$ cat src/design/preset_countdown_timer_defines.svh
// assertion macros for the preset countdown timer
`ifndef PRESET_COUNTDOWN_TIMER_DEFINES_SVH
`define PRESET_COUNTDOWN_TIMER_DEFINES_SVH

`ifndef NO_ASSERTIONS

`define PCT_ASSERT_CLK(name, ck, rn, prop, msg) \
    name: assert property (@(posedge ck) disable iff (!rn) prop) else $error(msg);

`define PCT_ASSERT(name, prop, msg) \
    `PCT_ASSERT_CLK(name, clk, rst_n, prop, msg)

`else

`define PCT_ASSERT_CLK(name, ck, rn, prop, msg)

`define PCT_ASSERT(name, prop, msg)

`endif

`endif

$ cat src/design/ptmr_pkg.sv
package ptmr_pkg;

    localparam int PRESET_NUM = 6;
    localparam int PRESET_W   = 16;
    localparam int SLOT_W     = 3;
    localparam int CFG_IDX_W  = 3;
    localparam int MIN_W      = 11;
    localparam int SEC_W      = 6;

    localparam int PRESET_COUNT_DEF     = 6;
    localparam int TICKS_PER_SECOND_DEF = 1000;

    typedef logic [PRESET_NUM-1:0][PRESET_W-1:0] preset_arr_t;

    localparam preset_arr_t PRESET_RESET = {
        16'd7200, 16'd3600, 16'd1800, 16'd900, 16'd300, 16'd60
    };

    localparam logic [SLOT_W-1:0]   RESET_SLOT    = 3'd2;
    localparam logic [PRESET_W-1:0] RESET_SECONDS = 16'd900;

    localparam logic FUNC_TICK = 1'b0;
    localparam logic FUNC_KEY  = 1'b1;

    localparam logic [1:0] BTN_MENU  = 2'd0;
    localparam logic [1:0] BTN_PLUS  = 2'd1;
    localparam logic [1:0] BTN_MINUS = 2'd2;

    localparam logic [1:0] RUN_IDLE     = 2'd0;
    localparam logic [1:0] RUN_RUNNING  = 2'd1;
    localparam logic [1:0] RUN_PAUSED   = 2'd2;
    localparam logic [1:0] RUN_FINISHED = 2'd3;

    // x / 60 = (x >> 2) / 15, and / 15 is a multiply by ceil(2^19 / 15)
    localparam int          DIV_IN_W  = PRESET_W - 2;
    localparam int          DIV_SHIFT = 19;
    localparam int          DIV_MUL_W = 16;
    localparam logic [15:0] DIV15_MUL = 16'd34953;

    typedef enum logic [3:0] {
        MODE_IDLE     = 4'b0001,
        MODE_RUNNING  = 4'b0010,
        MODE_PAUSED   = 4'b0100,
        MODE_FINISHED = 4'b1000
    } mode_t;

    typedef struct packed {
        logic                handled;
        logic [1:0]          run_state;
        logic [PRESET_W-1:0] seconds;
        logic [SLOT_W-1:0]   slot;
        logic                done;
    } res_t;

    function automatic logic [1:0] mode_code(input mode_t m);
        logic [1:0] c;
        case (m)
            MODE_IDLE:     c = RUN_IDLE;
            MODE_RUNNING:  c = RUN_RUNNING;
            MODE_PAUSED:   c = RUN_PAUSED;
            MODE_FINISHED: c = RUN_FINISHED;
            default:       c = RUN_IDLE;
        endcase
        return c;
    endfunction

endpackage

$ cat src/design/ptmr_cfg.sv
module ptmr_cfg (
    input  logic                              clk,
    input  logic                              rst_n,
    input  logic                              cfg_valid,
    output logic                              cfg_ready,
    input  logic [ptmr_pkg::CFG_IDX_W-1:0]    cfg_index,
    input  logic [ptmr_pkg::PRESET_W-1:0]     cfg_data,
    output ptmr_pkg::preset_arr_t             presets
);

    ptmr_pkg::preset_arr_t presets_reg;
    ptmr_pkg::preset_arr_t presets_next;

    assign cfg_ready = 1'b1;

    always_comb
    begin
        presets_next = presets_reg;
        for (int i = 0; i < ptmr_pkg::PRESET_NUM; i++)
        begin
            if (cfg_valid && cfg_ready && cfg_index == ptmr_pkg::CFG_IDX_W'(i))
            begin
                presets_next[i] = cfg_data;
            end
        end
    end

    always_ff @(posedge clk or negedge rst_n)
    begin
        if (!rst_n)
        begin
            presets_reg <= ptmr_pkg::PRESET_RESET;
        end
        else
        begin
            presets_reg <= presets_next;
        end
    end

    assign presets = presets_reg;

endmodule

$ cat src/design/ptmr_core.sv
`include "preset_countdown_timer_defines.svh"

module ptmr_core #(
    parameter int PRESET_COUNT     = ptmr_pkg::PRESET_COUNT_DEF,
    parameter int TICKS_PER_SECOND = ptmr_pkg::TICKS_PER_SECOND_DEF
) (
    input  logic                         clk,
    input  logic                         rst_n,
    input  logic                         step,
    input  logic                         item_func,
    input  logic [1:0]                   item_btn,
    input  logic                         item_short,
    input  ptmr_pkg::preset_arr_t        presets,
    output ptmr_pkg::res_t               res
);

    localparam int PH_W = $clog2(TICKS_PER_SECOND + 1);
    localparam int SW   = ptmr_pkg::SLOT_W;
    localparam int PW   = ptmr_pkg::PRESET_W;

    ptmr_pkg::mode_t mode_reg, mode_next;
    logic [PW-1:0]   sec_reg, sec_next;
    logic [PH_W-1:0] phase_reg, phase_next;
    logic [SW-1:0]   slot_reg, slot_next;
    logic            mark_reg, mark_next;
    logic            handled;
    ptmr_pkg::res_t  res_reg;

    logic [PH_W-1:0] phase_inc;
    logic [PW-1:0]   sec_dec;
    logic [SW-1:0]   slot_adv;
    logic [PW-1:0]   preset_cur;
    logic [PW-1:0]   preset_adv;

    function automatic logic [PW-1:0] pick(input ptmr_pkg::preset_arr_t p,
                                           input logic [SW-1:0] s);
        logic [PW-1:0] v;
        v = '0;
        for (int i = 0; i < ptmr_pkg::PRESET_NUM; i++)
        begin
            if (s == SW'(i))
            begin
                v = p[i];
            end
        end
        return v;
    endfunction

    assign phase_inc  = phase_reg + PH_W'(1);
    assign sec_dec    = (sec_reg != '0) ? sec_reg - PW'(1) : sec_reg;
    assign slot_adv   = (slot_reg == SW'(PRESET_COUNT - 1)) ? '0 : slot_reg + SW'(1);
    assign preset_cur = pick(presets, slot_reg);
    assign preset_adv = pick(presets, slot_adv);

    always_comb
    begin
        mode_next  = mode_reg;
        sec_next   = sec_reg;
        phase_next = phase_reg;
        slot_next  = slot_reg;
        mark_next  = mark_reg;
        handled    = 1'b0;
        if (item_func == ptmr_pkg::FUNC_TICK)
        begin
            if (mode_reg == ptmr_pkg::MODE_RUNNING)
            begin
                if (phase_inc == PH_W'(TICKS_PER_SECOND))
                begin
                    phase_next = '0;
                    sec_next   = sec_dec;
                    if (sec_dec == '0)
                    begin
                        mode_next = ptmr_pkg::MODE_FINISHED;
                        mark_next = 1'b1;
                    end
                end
                else
                begin
                    phase_next = phase_inc;
                end
            end
        end
        else if (item_short)
        begin
            if (mode_reg == ptmr_pkg::MODE_FINISHED)
            begin
                handled    = 1'b1;
                mode_next  = ptmr_pkg::MODE_IDLE;
                sec_next   = preset_cur;
                phase_next = '0;
                mark_next  = 1'b0;
            end
            else
            begin
                case (item_btn)
                    ptmr_pkg::BTN_MENU:
                    begin
                        handled = 1'b1;
                        if (mode_reg == ptmr_pkg::MODE_IDLE)
                        begin
                            slot_next = slot_adv;
                            sec_next  = preset_adv;
                        end
                        else
                        begin
                            mode_next  = ptmr_pkg::MODE_IDLE;
                            sec_next   = preset_cur;
                            phase_next = '0;
                            mark_next  = 1'b0;
                        end
                    end
                    ptmr_pkg::BTN_PLUS:
                    begin
                        handled = 1'b1;
                        if (mode_reg inside {ptmr_pkg::MODE_IDLE, ptmr_pkg::MODE_PAUSED})
                        begin
                            mode_next  = ptmr_pkg::MODE_RUNNING;
                            phase_next = '0;
                        end
                    end
                    ptmr_pkg::BTN_MINUS:
                    begin
                        handled = 1'b1;
                        if (mode_reg == ptmr_pkg::MODE_RUNNING)
                        begin
                            mode_next = ptmr_pkg::MODE_PAUSED;
                        end
                        else
                        begin
                            mode_next  = ptmr_pkg::MODE_IDLE;
                            sec_next   = preset_cur;
                            phase_next = '0;
                            mark_next  = 1'b0;
                        end
                    end
                    default:
                    begin
                        handled = 1'b0;
                    end
                endcase
            end
        end
    end

    always_ff @(posedge clk or negedge rst_n)
    begin
        if (!rst_n)
        begin
            mode_reg  <= ptmr_pkg::MODE_IDLE;
            sec_reg   <= ptmr_pkg::RESET_SECONDS;
            phase_reg <= '0;
            slot_reg  <= ptmr_pkg::RESET_SLOT;
            mark_reg  <= 1'b0;
        end
        else if (step)
        begin
            mode_reg  <= mode_next;
            sec_reg   <= sec_next;
            phase_reg <= phase_next;
            slot_reg  <= slot_next;
            mark_reg  <= mark_next;
        end
    end

    always_ff @(posedge clk)
    begin
        if (step)
        begin
            res_reg.handled   <= handled;
            res_reg.run_state <= ptmr_pkg::mode_code(mode_next);
            res_reg.seconds   <= sec_next;
            res_reg.slot      <= slot_next;
            res_reg.done      <= mark_next;
        end
    end

    assign res = res_reg;

    `PCT_ASSERT(a_mark_matches_finished,
        mark_reg == (mode_reg == ptmr_pkg::MODE_FINISHED),
        "done mark out of step with finished mode")
    `PCT_ASSERT(a_phase_in_range, phase_reg < PH_W'(TICKS_PER_SECOND),
        "tick phase out of range")
    `PCT_ASSERT(a_slot_in_range, slot_reg < SW'(PRESET_COUNT), "preset slot out of range")
    `PCT_ASSERT(a_idle_phase_clear,
        step && mode_next == ptmr_pkg::MODE_IDLE && mode_reg != ptmr_pkg::MODE_IDLE
            |=> phase_reg == '0,
        "phase not cleared on timer reset")

endmodule

$ cat src/design/ptmr_disp.sv
module ptmr_disp (
    input  logic                             clk,
    input  logic                             load,
    input  ptmr_pkg::res_t                   res,
    output logic                             key_handled,
    output logic [1:0]                       run_state,
    output logic [ptmr_pkg::PRESET_W-1:0]    remaining_seconds,
    output logic [ptmr_pkg::MIN_W-1:0]       shown_minutes,
    output logic [ptmr_pkg::SEC_W-1:0]       shown_seconds,
    output logic [ptmr_pkg::SLOT_W-1:0]      selected_preset,
    output logic                             done_flag
);

    localparam int PW     = ptmr_pkg::PRESET_W;
    localparam int NW     = ptmr_pkg::DIV_IN_W;
    localparam int PROD_W = NW + ptmr_pkg::DIV_MUL_W;
    localparam int QW     = ptmr_pkg::MIN_W;
    localparam int RW     = PW + 1;

    logic [NW-1:0]     quarter;
    logic [PROD_W-1:0] prod;
    logic [QW-1:0]     quot;
    logic [RW-1:0]     q_times60;
    logic [RW-1:0]     rem;

    logic              handled_reg;
    logic [1:0]        run_reg;
    logic [PW-1:0]     sec_reg;
    logic [QW-1:0]     min_reg;
    logic [ptmr_pkg::SEC_W-1:0]  sec60_reg;
    logic [ptmr_pkg::SLOT_W-1:0] slot_reg;
    logic              done_reg;

    assign quarter   = res.seconds[PW-1:2];
    assign prod      = PROD_W'(quarter) * PROD_W'(ptmr_pkg::DIV15_MUL);
    assign quot      = prod[ptmr_pkg::DIV_SHIFT +: QW];
    assign q_times60 = (RW'(quot) << 6) - (RW'(quot) << 2);
    assign rem       = RW'(res.seconds) - q_times60;

    always_ff @(posedge clk)
    begin
        if (load)
        begin
            handled_reg <= res.handled;
            run_reg     <= res.run_state;
            sec_reg     <= res.seconds;
            min_reg     <= quot;
            sec60_reg   <= rem[ptmr_pkg::SEC_W-1:0];
            slot_reg    <= res.slot;
            done_reg    <= res.done;
        end
    end

    assign key_handled       = handled_reg;
    assign run_state         = run_reg;
    assign remaining_seconds = sec_reg;
    assign shown_minutes     = min_reg;
    assign shown_seconds     = sec60_reg;
    assign selected_preset   = slot_reg;
    assign done_flag         = done_reg;

endmodule

$ cat src/design/preset_countdown_timer.sv
// Countdown timer with selectable presets. Every item (a one millisecond tick or a key event)
// gives exactly one result that reports the timer after that item. The block takes one item
// per clock while no stall holds it back, and each accepted item passes an input register, the
// state update register and the display register, where remaining seconds are split into
// minutes and seconds by a constant multiply. A stall on the output reaches back through the
// ready chain combinationally, so items keep flowing as long as a stage ahead has room. The
// preset durations are written through the configuration port, which is always ready; write
// them only while no item is in flight. A write takes effect at the next reload of the count.
`include "preset_countdown_timer_defines.svh"

module preset_countdown_timer #(
    parameter int PRESET_COUNT     = ptmr_pkg::PRESET_COUNT_DEF,
    parameter int TICKS_PER_SECOND = ptmr_pkg::TICKS_PER_SECOND_DEF
) (
    input  logic                             clk,
    input  logic                             rst_n,
    input  logic                             in_valid,
    output logic                             in_stall,
    input  logic                             func,
    input  logic [1:0]                       key_button,
    input  logic                             short_press,
    output logic                             out_valid,
    input  logic                             out_stall,
    output logic                             key_handled,
    output logic [1:0]                       run_state,
    output logic [ptmr_pkg::PRESET_W-1:0]    remaining_seconds,
    output logic [ptmr_pkg::MIN_W-1:0]       shown_minutes,
    output logic [ptmr_pkg::SEC_W-1:0]       shown_seconds,
    output logic [ptmr_pkg::SLOT_W-1:0]      selected_preset,
    output logic                             done_flag,
    input  logic                             cfg_valid,
    output logic                             cfg_ready,
    input  logic [ptmr_pkg::CFG_IDX_W-1:0]   cfg_index,
    input  logic [ptmr_pkg::PRESET_W-1:0]    cfg_data
);

    logic       s1_valid_reg, s1_valid_next;
    logic       s2_valid_reg, s2_valid_next;
    logic       out_valid_reg, out_valid_next;
    logic       func_reg;
    logic [1:0] btn_reg;
    logic       short_reg;

    logic       s3_ready;
    logic       s2_ready;
    logic       s1_ready;
    logic       in_take;
    logic       step;
    logic       load;

    ptmr_pkg::preset_arr_t presets;
    ptmr_pkg::res_t        res;

    assign s3_ready = !out_valid_reg || !out_stall;
    assign s2_ready = !s2_valid_reg || s3_ready;
    assign s1_ready = !s1_valid_reg || s2_ready;
    assign in_stall = !s1_ready;
    assign in_take  = in_valid && s1_ready;
    assign step     = s1_valid_reg && s2_ready;
    assign load     = s2_valid_reg && s3_ready;

    assign s1_valid_next  = in_take || (s1_valid_reg && !s2_ready);
    assign s2_valid_next  = step || (s2_valid_reg && !s3_ready);
    assign out_valid_next = load || (out_valid_reg && out_stall);

    always_ff @(posedge clk or negedge rst_n)
    begin
        if (!rst_n)
        begin
            s1_valid_reg  <= 1'b0;
            s2_valid_reg  <= 1'b0;
            out_valid_reg <= 1'b0;
        end
        else
        begin
            s1_valid_reg  <= s1_valid_next;
            s2_valid_reg  <= s2_valid_next;
            out_valid_reg <= out_valid_next;
        end
    end

    always_ff @(posedge clk)
    begin
        if (in_take)
        begin
            func_reg  <= func;
            btn_reg   <= key_button;
            short_reg <= short_press;
        end
    end

    assign out_valid = out_valid_reg;

    ptmr_cfg u_cfg (
        .clk       (clk),
        .rst_n     (rst_n),
        .cfg_valid (cfg_valid),
        .cfg_ready (cfg_ready),
        .cfg_index (cfg_index),
        .cfg_data  (cfg_data),
        .presets   (presets)
    );

    ptmr_core #(
        .PRESET_COUNT     (PRESET_COUNT),
        .TICKS_PER_SECOND (TICKS_PER_SECOND)
    ) u_core (
        .clk        (clk),
        .rst_n      (rst_n),
        .step       (step),
        .item_func  (func_reg),
        .item_btn   (btn_reg),
        .item_short (short_reg),
        .presets    (presets),
        .res        (res)
    );

    ptmr_disp u_disp (
        .clk               (clk),
        .load              (load),
        .res               (res),
        .key_handled       (key_handled),
        .run_state         (run_state),
        .remaining_seconds (remaining_seconds),
        .shown_minutes     (shown_minutes),
        .shown_seconds     (shown_seconds),
        .selected_preset   (selected_preset),
        .done_flag         (done_flag)
    );

    `PCT_ASSERT(a_s2_holds_on_stall,
        s2_valid_reg && !s3_ready |=> s2_valid_reg && $stable(res),
        "state result lost while stalled")

endmodule
$ cat config.mk
export PLATFORM = sky130hd
export DESIGN_NAME = preset_countdown_timer
export DESIGN_NICKNAME = d
export VERILOG_FILES = /design/src/design/ptmr_pkg.sv /design/src/design/ptmr_cfg.sv /design/src/design/ptmr_core.sv /design/src/design/ptmr_disp.sv /design/src/design/preset_countdown_timer.sv
export VERILOG_INCLUDE_DIRS = /design/src /design/src/design
export SDC_FILE = /design/constraint.sdc
export NUM_CORES = 1
export LEC_CHECK = 0
export BUFFER_PORTS_ARGS = -buffer_cell sky130_fd_sc_hd__buf_2
export CAP_MARGIN = 20
export CORE_MARGIN = 2
export CORE_UTILIZATION = 50
export CTS_CLUSTER_DIAMETER = 100
export DETAILED_ROUTE_END_ITERATION = 7
export PLACE_DENSITY = 0.7
export SLEW_MARGIN = 20
export SYNTH_ARGS = -nofsm -noshare
export SYNTH_HDL_FRONTEND = slang
export SYNTH_SLANG_ARGS = --single-unit
$ cat constraint.sdc
create_clock -name clk -period 9.6 [get_ports clk]
set_input_delay 1.92 -clock clk [delete_from_list [all_inputs] [get_ports clk]]
set_output_delay 1.92 -clock clk [all_outputs]
set_load 0.05 [all_outputs]
==> flow_summary.toml, run 1 <==
[synth]
synth-simple-area-share_pct = 11.2
yosys.area.top_type = "dfrtp_1"
syn_inst = 1127
synth_xor_xnor_area_share_pct = 2.16
synth_top_area_share_pct = 21.2
synth_common_cells = "104 x mux2_2, 103 x dfrtp_1, 90 x ha_1, 88 x nand2_1, 65 x edfxtp_1"
synth-edff-count = 65
yosys-top-cells-area = "dfrtp_1 21%, edfxtp_1 16%, mux2_2 9.6%"
synth_top_family_by_area = "compound AO/OA/AOI/OAI gates"
synth_warnings = 0
ys_seq_elements = 198
synth_mux_area_share_pct = 11.7
async_reset_ff_share_pct = 67.2
synth_cell_type_count = 84
syn_area_um2 = 12200
synth_most_common_cell = "mux2_2"
syn_nets = 1264
ys.flop_type = "dfrtp_1"
seq_area_frac_synth_pct = 43.7
synth_compound_area_share_pct = 15.0
syn_area_per_cell_um2 = 10.8
synth_fa_ha_area_share_pct = 12.4

[global_routing]
grt_pass1_vias = 9041
grt_remaining_overflow = 0
antenna_found_initial = 0
grt_max_degree = 80
track_usage_pct = 24.0
grt_pass1_wl_mm = 48.8

[timing]
slew_viol_final = 0
finalHoldViolCount = 0
max_slew_margin_pct = 27.4
tns_ns = 0
tightest_slew_ns = 1.09
period_needed_ns = 5.40
period_share_pct = 56.3
timing.fmax_ghz = 0.185
fin_skew_ns = 0.0128
whs_ns = 0.423
rsz0062_at_grt = "false"
finalSetupViolCount = 0

[layout]
instances_no_fill = 1493
syn_to_final_growth_pct = 9.77
final_nets = 1293
diodes = 0
layout-drive-gt1-share_pct = 22.8
largest_reg_flops = 96

[power]
peakVddDrop_mv = 0.256
p_total_uw = 4230
power.leakage_uw = 0.00551
power.density_nw_per_um2 = 317

[route]
vias = 9116
ant_nets = 0
drt_wl_total_mm = 29.8
first_iter_violations = 936
drt_pre_antenna_iters = 8
avgRoutedWirePerCell_um = 19.9
drcViolationCount = 0
vias_per_cell = 6.11

[clock_tree]
hold_buffers = 0
cts.sink_count = 198
clk-insertion-delay-late_ns = 0.44
clk_pin_slew_ns = 0.07
post_cts_buffers = 0
htree_levels = 4
cts_buffers = 17
cts_resized = 0
ctsLongestPathBuffers = 2
tritoncts = "yes"
root_buffer = "clkbuf_16"

[worst_setup_path]
crit_buf_inv = 2
r2r-start = "u_core.res[17]"
startpoint_type = "register"
critical_path.most_common_cell = "ha_1"
reg2reg_depth = 18
r2r_setup_slack_ns = 4.20
critPathSlowestCell = "a2111oi_0"
cp_data_arrival_time_ns = 5.60
max_stage_delay_ns = 0.63
cpLargestDelayFamily = "adder cells"
path_class = "reg -> reg"
cp_cell_sequence = "ha_1, fa_1, ha_1, inv_1, fa_1, inv_1, ha_1, a2111oi_0, o21ai_0, a221oi_1, o21bai_1, a21oi_1, xnor2_1, ha_1, a21o_1, a21oi_1, xor2_1, xnor2_1"
required_ns = 9.79
end_kind = "register"
cp_max_fo = 5
r2r-end = "u_disp.shown_seconds[5]"

[hold_path]
hold_path_depth = 0
hp-class = "reg -> reg"
worstHoldEndpoint = "u_disp.shown_seconds[0]"
holdCritStartpoint = "u_core.res[4]"

[status]
outcome = "completed"

[floorplanning]
rows = 57
core_um2 = 24100
start_util_pct = 50.4
dieArea_um2 = 25600
fp.dieW_um = 160
chipHeight_um = 160
pin_count = 71

[flow_run]
maxCapViolations = 0

[placement]
port-buffer-count = 69
hpwlAfterDp_mm = 20.2
post-place-cells = 1461
gp_congestion = 0.898
-- worst max path at each step --
stage                               from                 endpoint  slack, ns  cells past startpoint
final                     u_core.res[17]  u_disp.shown_seconds[5]       4.20                     18
after detailed placement  u_core.res[14]  u_disp.shown_seconds[5]       4.13                     18
after global routing      u_core.res[17]  u_disp.shown_seconds[5]       3.90                     18
after floorplan                out_stall         u_disp.done_flag       4.41                      1
after global placement    u_core.res[16]  u_disp.shown_seconds[5]       4.45                     19
after CTS                 u_core.res[17]  u_disp.shown_seconds[5]       4.13                     18
-- kinds of logic after synthesis --
group | Yosys count
DFF | 198
AOI/OAI and AO/OA | 268
muxes | 128
buffers and inverters | 119
xor gates and xnor gates | 30
adders and majority gates | 109
and+or+nand+nor | 274
other | 1
-- final cells by class --
class / instances / area (µm²)
fill: 2101 / 10800
multi-input combinational: 810 / 6400
sequential: 198 / 5320
timing repair buffer: 82 / 453
clock buffer: 18 / 450
tap: 324 / 405
inverter: 47 / 176
clock inverter: 14 / 135
-- worst reg2reg max path, cell delays in order, from the launching register on --
cell and delay (ns):
edfxtp_1 0.46, ha_1 0.33, fa_1 0.46, ha_1 0.30
inv_1 0.06, fa_1 0.50, inv_1 0.04, ha_1 0.32
a2111oi_0 0.63, o21ai_0 0.20, a221oi_1 0.38, o21bai_1 0.14
a21oi_1 0.24, xnor2_1 0.20, ha_1 0.29, a21o_1 0.15
a21oi_1 0.18, xor2_1 0.19, xnor2_1 0.08
-- metal layers --
layer  track usage [%]  wire [µm]  up-vias
met3              4.31       1820       55
met2              40.6      14700      342
li1                  -          -     4238
met5                 0          0        -
met1              31.1      12600     4481
met4              8.52        729        0
-- cell usage in the layout (no fill, tap or decap), drive strengths merged, types with 5 or more instances in the layout --
| cell | n |
|---|---|
| edfxtp | 65 |
| a21oi | 53 |
| nor3 | 19 |
| a222oi | 10 |
| nand3b | 5 |
| o211ai | 20 |
| nand3 | 23 |
| nor2b | 7 |
| o21ai | 62 |
| xnor2 | 19 |
| o22ai | 11 |
| a221oi | 12 |
| nor4 | 12 |
| clkbuf | 18 |
| nand2b | 11 |
| dfrtp | 103 |
| a211oi | 14 |
| mux2i | 23 |
| and2 | 12 |
| a31oi | 9 |
| dfstp | 30 |
| o2bb2ai | 8 |
| nand2 | 88 |
| clkinv | 7 |
| ha | 90 |
| inv | 53 |
| nor2 | 64 |
| xor2 | 11 |
| or3 | 6 |
| fa | 19 |
| a22oi | 12 |
| buf | 82 |
| mux2 | 105 |
-- per-stage QoR --
stage               setup slack [ns]  util (%)  cell area, µm²
floorplan                       4.41         -           12200
detailed placement              4.13      52.9           12800
global route                    3.90      55.4           13300
finish                          4.20      55.4           13300
global placement                4.45      52.9           12800
CTS                             4.13      55.3           13300
-- power breakdown --
group	internal [µW]	total, µW	switching [µW]
logic	878	2110	1240
registers	1180	1390	205
clock network	381	725	345
total	2440	4230	1790
(Power assumes the default switching activity.)
==> run 2, diff against run 1 <==
Clock period 9.6 ns to 5.1 ns, I/O delays scaled along.
==> run 2 against run 1 <==
Utilization grew 1.0 points. Final area grew 1.8%. Non-clock buffer count grew 20. Hold slack lost 0.0054 ns. Setup slack lost 4.0 ns. Sequential share of layout area shrank 0.72 points.
==> flow_summary.toml, run 2 (synthesis gave the netlist of run 1 again) <==
[route]
drcViolationCount = 0
first_iter_violations = 930
avgRoutedWirePerCell_um = 19.8
drt_wl_total_mm = 30.0
vias = 9279
vias_per_cell = 6.13
ant_nets = 0
drt_pre_antenna_iters = 8

[placement]
post-place-ws_ns = -0.0415
gp_congestion = 0.903
post-place-cells = 1476
port-buffer-count = 69
hpwlAfterDp_mm = 20.1

[layout]
syn_to_final_growth_pct = 11.8
final_common_cell = "mux2_2"
layout_common_cells = "104 x mux2_2, 103 x dfrtp_1, 88 x nand2_1"
diodes = 0
n_fill_cell = 2083
final_util_pct = 56.4
final_nets = 1313
layout-drive-gt1-share_pct = 24.5
largest_reg_flops = 96
instances_no_fill = 1513

[clock_tree]
clk-insertion-delay-late_ns = 0.45
clk_pin_slew_ns = 0.07
root_buffer = "clkbuf_16"
cts_buffers = 17
hold_buffers = 0
htree_levels = 4
cts.sink_count = 198
tritoncts = "yes"
ctsLongestPathBuffers = 2

[worst_setup_path]
startpoint_type = "register"
critPathSlowestCell = "fa_1"
cpLargestDelayFamily = "adder cells"
cp_data_arrival_time_ns = 5.16
path_class = "reg -> reg"
cp_max_fo = 2
crit_buf_inv = 2
max_stage_delay_ns = 0.50
end_kind = "register"
cp_cell_sequence = "ha_4, fa_1, inv_1, fa_1, inv_1, ha_1, ha_1, ha_4, a211oi_2, o21ai_1, a221oi_2, o21bai_2, a21oi_2, o21bai_1, xor2_1, ha_1, a21oi_2, xor2_1, xnor2_1"
critical_path.most_common_cell = "ha_1"
required_ns = 5.31

[timing]
tightest_slew_ns = 1.14
setup_ws_ns = 0.146
period_needed_ns = 4.95
period_share_pct = 97.1
timing.fmax_ghz = 0.202
finalHoldViolCount = 0
fin_skew_ns = 0.00900
tns_ns = 0
finalSetupViolCount = 0
slew_viol_final = 0
max_slew_margin_pct = 24.1

[floorplanning]
core_um2 = 24100
pin_count = 71
rows = 57
chipHeight_um = 160
fp.dieW_um = 160
dieArea_um2 = 25600
start_util_pct = 50.4

[global_routing]
antenna_found_initial = 0
grt_remaining_overflow = 0
grt_pass1_vias = 9044
track_usage_pct = 23.6
grt_pass1_wl_mm = 48.0
grt_max_degree = 98

[power]
power.density_nw_per_um2 = 619
peakVddDrop_mv = 0.535
power.leakage_uw = 0.00561

[flow_run]
maxCapViolations = 0

[status]
outcome = "completed"

[hold_path]
hp-class = "reg -> reg"
-- run 2: cell count changes in the layout (fill, tap and decap cells not counted), sizes merged --
cell / delta
buf: +20
bufinv: +2
clkinvlp: +3
clkbuf: +2
clkinv: -2
inv: -5
-- run 2: worst paths after layout --
path,start,end,slack [ns],cells past startpoint
worst max-delay path,u_core.res[16],u_disp.shown_seconds[5],0.15,19
worst min-delay path,u_core.res[1],u_disp.selected_preset[0],0.42,0
worst max register to register,u_core.res[16],u_disp.shown_seconds[5],0.15,19
worst min register to register,u_core.res[1],u_disp.selected_preset[0],0.42,0
max in group asynchronous,rst_n,u_cfg.presets[68],3.35,2
min in group asynchronous,rst_n,u_cfg.presets[23],0.68,1
-- run 2: cell type report --
cell class                      count  area (µm²)  share of cell area, %
Multi-Input combinational cell    810        6490                   47.8
Sequential cell                   198        5320                   39.1
Timing Repair Buffer              102         607                   4.47
Clock buffer                       20         437                   3.21
Tap cell                          324         405                   2.98
Inverter                           47         176                   1.30
Clock inverter                     12         153                   1.12
-- run 2: metal layers --
layer  vias to the layer above  track usage, %  wire [µm]
met5                         -               0          0
li1                       4281               -          -
met2                       360            39.8      14900
met4                         0            6.96        636
met1                      4576            30.6      12700
met3                        62            4.99       1820
-- run 2: what timing repair did --
item,CTS,global route
resized for setup,1,13
setup buffers,0,4
setup endpoints to repair,1,3
pin swaps,0,6
-- run 2: through the flow --
stage / hold slack, ns / instance area, µm² / power, µW
after floorplan: 0.400 / 12200 / 5550
after global placement: 0.405 / 12900 / 6430
after detailed placement: 0.405 / 12900 / 6540
after CTS: 0.420 / 13500 / 8020
after global routing: 0.430 / 13600 / 9060
final: 0.418 / 13600 / 8410
-- run 2: worst register-to-register path: stages, from the launching register on --
cell and delay, ns:
edfxtp_1 0.44, ha_4 0.27, fa_1 0.50, inv_1 0.05
fa_1 0.49, inv_1 0.04, ha_1 0.29, ha_1 0.34
ha_4 0.26, a211oi_2 0.18, o21ai_1 0.11, a221oi_2 0.34
o21bai_2 0.13, a21oi_2 0.22, o21bai_1 0.11, xor2_1 0.19
ha_1 0.33, a21oi_2 0.14, xor2_1 0.19, xnor2_1 0.08
-- run 2: where the power goes --
group          internal (µW)  switching (µW)  total, µW
Sequential              2220             344       2570
Clock                    773             624       1400
Combinational           1920            2520       4440
==> run 3, diff against run 2 <==
Settings changed: CORE_UTILIZATION 50 to 30, PLACE_DENSITY 0.7 to 0.48.
==> run 3 against run 2 <==
Clock power hardly changed. Via count is 2.9% lower. Combinational power is 1% higher. First-iteration DRC count is 48% lower. Final area is 2.1% higher. Utilization is 22 points lower. Routed wire length is 11% higher. Fmax is 1.1% higher.
==> flow_summary.toml, run 3 (synthesis gave the netlist of run 1 again) <==
[worst_setup_path]
max_stage_delay_ns = 0.47
path_class = "reg -> reg"
cp_max_fo = 3
crit_buf_inv = 1
critPathSlowestCell = "fa_1"
cp_data_arrival_time_ns = 5.09
startpoint_type = "register"
cp_cell_sequence = "buf_4, ha_1, fa_1, fa_1, ha_1, ha_1, ha_1, o21a_1, a221oi_4, o21bai_2, a21oi_2, o21bai_1, xor2_1, ha_1, a21oi_2, xor2_1, xnor2_1"
end_kind = "register"
required_ns = 5.29
cpLargestDelayFamily = "adder cells"
critical_path.most_common_cell = "ha_1"

[power]
power.density_nw_per_um2 = 611
peakVddDrop_mv = 0.443
power.leakage_uw = 0.00564

[layout]
multi_input_area_um2 = 6500
layout_common_cells = "104 x mux2_2, 103 x dfrtp_1, 88 x nand2_1"
layout-drive-gt1-share_pct = 25.4
largest_reg_flops = 96
final_nets = 1318
stdcell_area_um2 = 13900
final_common_cell = "mux2_2"
n_fill_cell = 4062
diodes = 0
regArea_um2 = 5320
syn_to_final_growth_pct = 14.2

[clock_tree]
tritoncts = "yes"
clk-insertion-delay-late_ns = 0.46
root_buffer = "clkbuf_16"
clk_pin_slew_ns = 0.08
ctsLongestPathBuffers = 2
cts.sink_count = 198
hold_buffers = 0
cts_buffers = 17
htree_levels = 4

[route]
first_iter_violations = 479
drcViolationCount = 0
vias = 9009
drt_wl_total_mm = 33.4
ant_nets = 0
drt_pre_antenna_iters = 5
vias_per_cell = 5.24
avgRoutedWirePerCell_um = 19.4

[timing]
tns_ns = 0
tightest_slew_ns = 1.10
period_share_pct = 96.1
fin_skew_ns = 0.0163
max_slew_margin_pct = 26.6
timing.fmax_ghz = 0.204
finalSetupViolCount = 0
slew_viol_final = 0
finalHoldViolCount = 0
period_needed_ns = 4.90

[placement]
dpl-instance-area_um2 = 13200
gp_congestion = 0.831
port-buffer-count = 69
hpwlAfterDp_mm = 23.3

[global_routing]
antenna_found_initial = 0
grt_max_degree = 50
met3_usage_pct = 2.58
use_met2_pct = 28.0
track_usage_pct = 16.3
grt_pass1_vias = 8985
grt_remaining_overflow = 0
grt_pass1_wl_mm = 52.7
met1_usage_pct = 21.4
top_usage_layer = "met2"

[floorplanning]
rows = 73
pin_count = 71
fp.dieW_um = 205
core_um2 = 39800
dieArea_um2 = 42100
chipHeight_um = 205
start_util_pct = 30.5

[status]
outcome = "completed"

[flow_run]
maxCapViolations = 0

[hold_path]
hp-class = "reg -> reg"
[run 3: cell types whose count changed in the layout (fill, tap and decap cells not counted), moves of 2 or more]
| cell | change |
|---|---|
| inv_6 | +2 |
| clkinvlp_4 | -2 |
| inv_8 | +4 |
| buf_4 | +6 |
| bufinv_16 | -2 |
| clkinv_1 | -3 |
[run 3: where the power goes]
part	switching [µW]	leakage [µW]	internal (µW)	total [µW]
clock network	687	0.000285	702	1390
registers	363	0.00220	2220	2580
logic	2540	0.00315	1960	4500
total	3590	0.00564	4880	8470
[run 3: per-layer routing]
layer	vias up	share of wire, %	wire length (µm)
li1	4286	-	-
met1	4493	45	15200
met2	207	49	16400
met3	23	3.9	1310
met4	0	1.5	514
met5	-	0	0
[run 3: area by class of cell]
cell class	instances	share of cell area, %
Clock inverter	13	1.11
Timing Repair Buffer	107	4.59
Clock buffer	19	3.12
Tap cell	525	4.73
Multi-Input combinational cell	810	46.9
Inverter	47	1.27
Sequential cell	198	38.3
[run 3: final timing paths]
path / startpoint / endpoint / slack (ns) / depth (start not counted)
max in group asynchronous: rst_n / u_core.sec_reg[12] / 3.59 / 2
setup reg to reg: u_core.res[15] / u_disp.shown_seconds[5] / 0.20 / 17
hold reg to reg: u_core.res[3] / u_disp.selected_preset[2] / 0.43 / 0
setup / recovery: u_core.res[15] / u_disp.shown_seconds[5] / 0.20 / 17
min in group asynchronous: rst_n / u_cfg.presets[27] / 0.48 / 1
hold / removal: u_core.res[3] / u_disp.selected_preset[2] / 0.43 / 0
[run 3: repair_timing]
item                                    in CTS  in global routing
endpoints found under the setup margin       1                  5
setup buffers                                0                  2
resized for setup                            3                 14
pin swaps                                    1                  8
gates cloned                                 0                  0
[run 3: worst register-to-register path, cell delays in order (launching register included)]
cell      delay [ns]
edfxtp_1        0.43
buf_4           0.16
ha_1            0.34
fa_1            0.45
fa_1            0.47
ha_1            0.31
ha_1            0.30
ha_1            0.33
o21a_1          0.15
a221oi_4        0.35
o21bai_2        0.13
a21oi_2         0.20
o21bai_1        0.10
xor2_1          0.18
ha_1            0.34
a21oi_2         0.14
xor2_1          0.17
xnor2_1         0.08
[run 3: metrics by stage]
| step | worst slack (ns) | std cells | total power [µW] | utilization [%] | hold slack (ns) |
|---|---|---|---|---|---|
| global route | -0.0209 | 1719 | 9230 | 34.8 | 0.435 |
| CTS | 0.0288 | 1717 | 8180 | 34.6 | 0.430 |
| global placement | 0.0291 | 1685 | 6640 | 33.1 | 0.403 |
| floorplan | 0.228 | 1127 | 5550 | - | 0.400 |
| finish | 0.198 | 1719 | 8470 | 34.8 | 0.426 |
| detailed placement | -0.0917 | 1685 | 6680 | 33.1 | 0.411 |
